`src/design/ugcb_pkg.sv`:
```
// ----------------------------------------------------------------------------
// ugcb_pkg
// Shared types and constants for the uniform grid cell binning block.
// ----------------------------------------------------------------------------
package ugcb_pkg;

  localparam int unsigned DimMax      = 32;
  localparam int unsigned MaxBuckets  = 1024;
  localparam int unsigned BucketSlots = 16;
  localparam int unsigned MaxWallIds  = 4096;

  localparam int unsigned MapDepth = DimMax * DimMax * DimMax;
  localparam int unsigned CellW    = $clog2(MapDepth);
  localparam int unsigned BktW     = $clog2(MaxBuckets);
  localparam int unsigned SlotW    = $clog2(BucketSlots);
  localparam int unsigned FillW    = $clog2(BucketSlots + 1);
  localparam int unsigned UsedW    = $clog2(MaxBuckets + 1);
  localparam int unsigned WallW    = $clog2(MaxWallIds);
  localparam int unsigned WcntW    = $clog2(MaxWallIds + 1);
  localparam int unsigned CoordW   = $clog2(DimMax);
  localparam int unsigned DimW     = $clog2(DimMax + 1);

  localparam int unsigned NumCfg = 7;
  localparam int unsigned CfgIdxW = 3;

  typedef enum logic [CfgIdxW-1:0] {
    RegMinX = 3'd0, RegMinY = 3'd1, RegMinZ = 3'd2,
    RegMaxX = 3'd3, RegMaxY = 3'd4, RegMaxZ = 3'd5,
    RegInvCell = 3'd6
  } cfg_reg_e;

  typedef enum logic [1:0] {
    StInserted  = 2'd0,
    StCleared   = 2'd1,
    StBktFull   = 2'd2,
    StNoBucket  = 2'd3
  } status_e;

  typedef struct packed {
    logic        action;
    logic [15:0] item_id;
    logic [31:0] pos_x;
    logic [31:0] pos_y;
    logic [31:0] pos_z;
    logic [30:0] radius;
  } in_item_t;

  typedef struct packed {
    logic [1:0]  status;
    logic [14:0] cell_index;
    logic [9:0]  bucket_index;
    logic [3:0]  slot;
    logic        new_bucket;
    logic        near_wall;
    logic        wall_list_full;
  } out_item_t;

  // controller -> datapath
  typedef struct packed {
    logic init_wr;    // empty one map entry after reset
    logic load;       // capture input item
    logic axis_step;  // run one axis of the cell computation
    logic [1:0] axis;
    logic lin_step;   // linear index step
    logic map_rd;     // issue map read
    logic fill_rd;    // issue fill read
    logic commit;     // write back insert
    logic clr_rd;     // read next touched cell
    logic clr_wr;     // invalidate map entry
    logic clr_done;   // reset pool and wall list
    logic out_load;   // form result
  } dp_cmd_t;

  // datapath -> controller
  typedef struct packed {
    logic init_last;  // last map entry of the reset pass
    logic is_clear;
    logic clr_more;   // touched cells left to walk
  } dp_sts_t;

endpackage

```
`src/design/ugcb_ctrl.sv`:
```
// ----------------------------------------------------------------------------
// ugcb_ctrl
// Sequencer for insert and clear items.
// ----------------------------------------------------------------------------
module ugcb_ctrl (
  input  logic              clk_i,
  input  logic              rst_ni,
  input  logic              in_valid_i,
  output logic              in_ready_o,
  output logic              out_valid_o,
  input  logic              out_ready_i,
  input  ugcb_pkg::dp_sts_t sts_i,
  output ugcb_pkg::dp_cmd_t cmd_o
);
  import ugcb_pkg::*;

  typedef enum logic [3:0] {
    S_INIT, S_IDLE, S_AX0, S_AX1, S_AX2, S_LIN0, S_LIN1, S_MAP, S_FILL, S_COMMIT,
    S_CRD, S_CWR, S_CDONE, S_OUT
  } state_e;

  state_e state_q;
  logic   out_valid_q;
  logic   out_free;

  assign out_free    = !out_valid_q || out_ready_i;
  assign in_ready_o  = (state_q == S_IDLE);
  assign out_valid_o = out_valid_q;

  always_comb begin
    cmd_o = '0;
    cmd_o.load = (state_q == S_IDLE) && in_valid_i;
    unique case (state_q)
      S_INIT: cmd_o.init_wr = 1'b1;
      S_AX0:  begin cmd_o.axis_step = 1'b1; cmd_o.axis = 2'd0; end
      S_AX1:  begin cmd_o.axis_step = 1'b1; cmd_o.axis = 2'd1; end
      S_AX2:  begin cmd_o.axis_step = 1'b1; cmd_o.axis = 2'd2; end
      S_LIN0, S_LIN1: cmd_o.lin_step = 1'b1;
      S_MAP:  cmd_o.map_rd = 1'b1;
      S_FILL: cmd_o.fill_rd = 1'b1;
      S_COMMIT: if (out_free) begin cmd_o.commit = 1'b1; cmd_o.out_load = 1'b1; end
      S_CRD:  if (sts_i.clr_more) cmd_o.clr_rd = 1'b1;
      S_CWR:  cmd_o.clr_wr = 1'b1;
      S_CDONE: if (out_free) begin cmd_o.clr_done = 1'b1; cmd_o.out_load = 1'b1; end
      default: ;
    endcase
  end

  always_ff @(posedge clk_i or negedge rst_ni) begin
    if (!rst_ni) begin
      state_q <= S_INIT; out_valid_q <= 1'b0;
    end else begin
      if (cmd_o.out_load) out_valid_q <= 1'b1;
      else if (out_valid_q && out_ready_i) out_valid_q <= 1'b0;
      unique case (state_q)
        S_INIT:  if (sts_i.init_last) state_q <= S_IDLE;
        S_IDLE:  if (in_valid_i) state_q <= S_OUT;
        S_OUT:   state_q <= sts_i.is_clear ? S_CRD : S_AX0;
        S_AX0:   state_q <= S_AX1;
        S_AX1:   state_q <= S_AX2;
        S_AX2:   state_q <= S_LIN0;
        S_LIN0:  state_q <= S_LIN1;
        S_LIN1:  state_q <= S_MAP;
        S_MAP:   state_q <= S_FILL;
        S_FILL:  state_q <= S_COMMIT;
        S_COMMIT: if (out_free) state_q <= S_IDLE;
        S_CRD:   state_q <= sts_i.clr_more ? S_CWR : S_CDONE;
        S_CWR:   state_q <= S_CRD;
        S_CDONE: if (out_free) state_q <= S_IDLE;
        default: state_q <= S_IDLE;
      endcase
    end
  end

`ifndef SYNTH
  a_one_cmd: assert property (@(posedge clk_i) disable iff (!rst_ni)
    $onehot0({cmd_o.commit, cmd_o.clr_rd, cmd_o.clr_wr, cmd_o.map_rd, cmd_o.init_wr}))
    else $error("overlapping commands");
  a_out_hold: assert property (@(posedge clk_i) disable iff (!rst_ni)
    cmd_o.out_load |-> out_free) else $error("result overwritten");
  a_ready_idle: assert property (@(posedge clk_i) disable iff (!rst_ni)
    cmd_o.load |=> !in_ready_o) else $error("accepted while busy");
`endif
endmodule

```
`config.mk`:
```
export PLATFORM = sky130hd
export DESIGN_NAME = ugcb_ctrl
export DESIGN_NICKNAME = d
export VERILOG_FILES = /design/src/design/ugcb_pkg.sv /design/src/design/ugcb_ctrl.sv
export SDC_FILE = /design/constraint.sdc
export NUM_CORES = 1
export LEC_CHECK = 0
export ABC_AREA = 0
export ABC_CLOCK_PERIOD_IN_PS = 3800
export BUFFER_PORTS_ARGS = -buffer_cell sky130_fd_sc_hd__buf_2
export CAP_MARGIN = 5
export CORE_AREA = 2 2 39 41
export CTS_BUF_LIST = sky130_fd_sc_hd__clkbuf_8
export DETAILED_ROUTE_END_ITERATION = 10
export DIE_AREA = 0 0 41 43
export PLACE_DENSITY = 0.74
export SLEW_MARGIN = 20
export SYNTH_ARGS = -nofsm -noshare
export SYNTH_HDL_FRONTEND = slang
export SYNTH_SLANG_ARGS = --single-unit
```
`constraint.sdc`:
```
create_clock -name clk_i -period 3.8 [get_ports clk_i]
set_clock_uncertainty 0.15 [all_clocks]
set_input_delay 0.76 -clock clk_i [delete_from_list [all_inputs] [get_ports clk_i]]
set_output_delay 0.76 -clock clk_i [all_outputs]
set_load 0.02 [all_outputs]
```
# Yosys cells after proc, flatten, opt, wreduce, memory -nomap -nowiden

Cells that the tools add are included.

Register bits after elaboration: 5
Input port bits: 7
Output and inout bits: 15

Eq/ne operators: 16
Multiplexer cells: 21
Reduce and logical (&&, ||, !) cells: 9

Operators by type and width:

| cell                 | count |
|---|---|
| $pmux W4 S13         | 1 |
| $eq A4 B4 Y1 const B | 6 |
| $eq A4 B3 Y1 const B | 4 |
| $mux W4              | 4 |
| $mux W1              | 12 |
| $pmux W3 S3          | 1 |
| $eq A4 B2 Y1 const B | 2 |
| $eq A4 B1 Y1 const B | 1 |
| $logic_not A4 Y1     | 1 |
| $ne A2 B2 Y1 const B | 2 |
| $reduce_or A2 Y1     | 2 |
| $mux W3              | 1 |
| $reduce_and A3 Y1    | 1 |
| $logic_and A1 B1 Y1  | 2 |
| $mux W2              | 1 |
| $ne A2 B1 Y1 const B | 1 |
| $pmux W1 S2          | 1 |
| $reduce_bool A2 Y1   | 1 |
| $logic_not A1 Y1     | 1 |
| $logic_or A1 B1 Y1   | 1 |

# Depth between registers and ports, before layout

Depth in word-level cells: 5
Depth in mapped cells: 5
Depth with buffers taken out: 3

# Least setup slack after synthesis

Ideal clock, no wire load.

Kind: reg-to-output
From: reg state_q[0]
To: out cmd_o[12] in the netlist's numbering
Data arrival time: 1.346 ns
Data required time: 2.890 ns
Slack: 1.544 ns
Stages on the path, launching flop included: 4
Buffers on the path: 2
Cells stage by stage: dfrtp_1 -> buf_2 -> buf_2 -> nor4_1

RTL lines:

| what                   | line            | text |
|---|---|---|
| from (decl)            | ugcb_ctrl.sv:22 | `state_e state_q;` |
| from (signal assigned) | ugcb_ctrl.sv:58 | `S_OUT: state_q <= sts_i.is_clear ? S_CRD : S_AX0;` |
| from (signal assigned) | ugcb_ctrl.sv:67 | `S_CRD: state_q <= sts_i.clr_more ? S_CWR : S_CDONE;` |
| to (decl)              | ugcb_ctrl.sv:13 | `output ugcb_pkg::dp_cmd_t cmd_o` |

==> summary.txt <==
Setup TNS - 0 ns
Met2 usage - 0.178
Max_cap viols - 0
Distinct cells, synth - 34
Hold_buf cts - 0
Core Area - 1380 um2
Worst-path clk slew - 0.04 ns
Diode count - 0
Worst skew pair latency - 0.22 ns
CTS H-Tree Depth - 1
DRT antenna net count - 0
DR vias - 511
Fin crit share - 0.656
Vias in the first global route - 404
Worst Path Buf+Inv - 1
Mapped Cells - 61
Ranking of synthesized cells by area - dfrtp_1 (24%), buf_6 (6.6%), nand2b_1 (6.1%)
GP Congestion - 0.787
Post-cts resize count - 0
Worst-case reg-to-reg path depth - 3
Sequential Power Share - 0.311
Tmin final - 2.49 ns
Status - complete, no violations
CP max stage delay - 0.63 ns
PwrDens - 883 nW/um2
Share of the synthesized area in the top cell type - 0.244
Full die area - 1760 um2
Slew @ Worst Pin - 0.589 ns
Critical Path AT - 1.58 ns
Slowest stage cell, crit path - dfrtp_1
Antenna violations before repair - 0
Largest net degree at the start of global routing - 21
Clock power share - 0.174
Sequential share of the synthesized area - 0.244
First-pass GRT wire length - 1.77 mm
Syn_nets - 68
GR Overflow Total - 0
Dpl hpwl - 744 um
Slew Limit Fails - 0
IO Count - 22
CP required - 2.89 ns
Warnings, synthesis - 0
Post-CTS setup buffers - 0
Total Power - 0.551 mW
Worst IR Drop VDD - 0.334 mV
Grt met3 use - 0.0628
Critical path peak fanout - 17
Clk root buf - clkbuf_8
Net switching power - 0.276 mW
Iteration-0 DRC Markers - 11
Fmax - 401 MHz
PortBufs - 21
Pleak - 0.306 nW
Area Overhead vs Synth - 21.7%
Setup crit end kind - output port
Fillers - 146
TritonCTS clock tree - done
DP Area - 579 um2
Total wire length - 1.07 mm
Cell depth of the worst setup path - 4
Nets - 87
WL/cell - 11.3 um
Vias per std cell - 5.38
Row cnt - 14
Placed Cells - 91
Final Hold Vio Count - 0
# setup viols final - 0
Worst Hold Class - in2async
CP cell instances - nor2b_2 -> nand2_1 -> nor3b_1 -> buf_2
Clock Sinks - 5
Type of the worst setup path - reg2out
Mapped cell area - 513 um2
R2r endpoint - state_q[3]$_DFFE_PN0P_
Width of the die - 41 um
Internal Power - 0.276 mW
Drt pass-1 iters - 4
R2r setup slk - 2.18 ns
Worst setup endpoint - cmd_o[3]
Worst setup SP type - flop
Met1 Use GR - 0.224
CP Launch Point - state_q[3]$_DFFE_PN0P_
RSZ-0062 raised after global routing - no
Fin area - 624 um2
Family with the most delay on the worst path - flip-flops
Max_slew headroom - 0.607
Final core occ - 0.451
Synth Register Bits - 5
Starting Density - 0.371
Total CTS buffers - 3
Logic pwr share - 0.514
Fraction of layout cells with a size suffix above 1 - 0.354
FF-to-FF Start - state_q[1]$_DFFE_PN0P_
Clock buffer depth - 2
Area leader, netlist - dfrtp_1
Sw Share - 0.500
DRC - 0
Non-Filler Instances - 95
Busiest grt layer - met1
Post-synthesis area per instance - 8.41 um2
GRT Total Usage - 0.149
Die height - 43 um
cell usage after synthesis (all sizes together):
master	instances
o221a	1
dfrtp	5
and4bb	1
o221ai	1
nor3b	1
nor2b	4
buf	7
nor4	2
o21a	1
a21boi	1
o31ai	1
and4b	1
nand2	3
o211ai	1
nor2	6
nand2b	5
xor2	1
nor4b	1
o21ai	1
nand3	2
nor3	5
mux2i	1
and4	1
a21oi	3
a22o	1
o22ai	1
nand3b	1
and2	1
and3b	1
power by group through the flow:
stage	Clock (mW)	Sequential, mW	Combinational [mW]
floorplan	0	0.0932	0.332
global placement	0	0.170	0.284
detailed placement	0	0.172	0.285
CTS	0.0991	0.170	0.286
global route	0.103	0.186	0.316
finish	0.0961	0.172	0.284
cell families (layout without fill, tap and decap cells):
logic type | count (synthesis) | after routing | synth area share
flops | 5 | 5 | 0.244
buf+inv | 7 | 25 | 0.115
compound gates | 12 | 12 | 0.166
mux | 1 | 1 | 0.0195
simple gates | 35 | 35 | 0.424
xor+xnor | 1 | 1 | 0.0317
cell usage in the layout (no fill, tap or decap), types with 2 or more instances in the layout:
cell,synthesis,final
buf_2,2,21
nand2_1,2,2
nand2b_1,5,5
nand3_1,2,2
nor3_1,4,4
dfrtp_1,5,5
nor4_1,2,2
clkbuf_8,0,3
nor2_1,6,6
nor2b_1,3,3
a21oi_1,3,3
worst min path at each step:
| stage | endpoint | slack [ns] | cells past startpoint |
|---|---|---|---|
| final | out_valid_o$_DFFE_PN0P_ | 0.19 | 1 |
| after global routing | out_valid_o$_DFFE_PN0P_ | 0.19 | 1 |
| after CTS | out_valid_o$_DFFE_PN0P_ | 0.19 | 1 |
| after detailed placement | out_valid_o$_DFFE_PN0P_ | 0.42 | 1 |
| after global placement | out_valid_o$_DFFE_PN0P_ | 0.41 | 2 |
| after floorplan | out_valid_o$_DFFE_PN0P_ | 0.31 | 0 |
cell type report:
class                      count  area, um2  area share
timing repair buffer          21        105       0.168
clock inverter                 1       3.75     0.00601
clock buffer                   3       41.3      0.0661
multi-input combinational     49        329       0.527
tap                           16       20.0      0.0321
sequential                     5        125       0.200
worst register-to-register path: stages, from the launching register on:
cell	delay [ns]
dfrtp_1	0.70
and4b_1	0.27
o31ai_1	0.21
o221ai_1	0.15
layer usage:
layer / vias up / wire, um / part of all wire
met5: - / 0 / 0
met4: 0 / 11 / 0.010
met3: 2 / 83 / 0.078
met2: 18 / 475 / 0.44
met1: 233 / 500 / 0.47
li1: 258 / - / -
metrics by stage:
step | hold slack [ns] | worst slack, ns
after floorplan | 0.314 | 1.54
after global placement | 0.408 | 1.49
after detailed placement | 0.424 | 1.49
after CTS | 0.186 | 1.31
after global routing | 0.189 | 1.13
final | 0.188 | 1.31
flip-flops by register name (all words and copies together), names as in the netlist:
register and cells:
state_q 4, out_valid_o 1
Power figures use the tool's default switching activity.
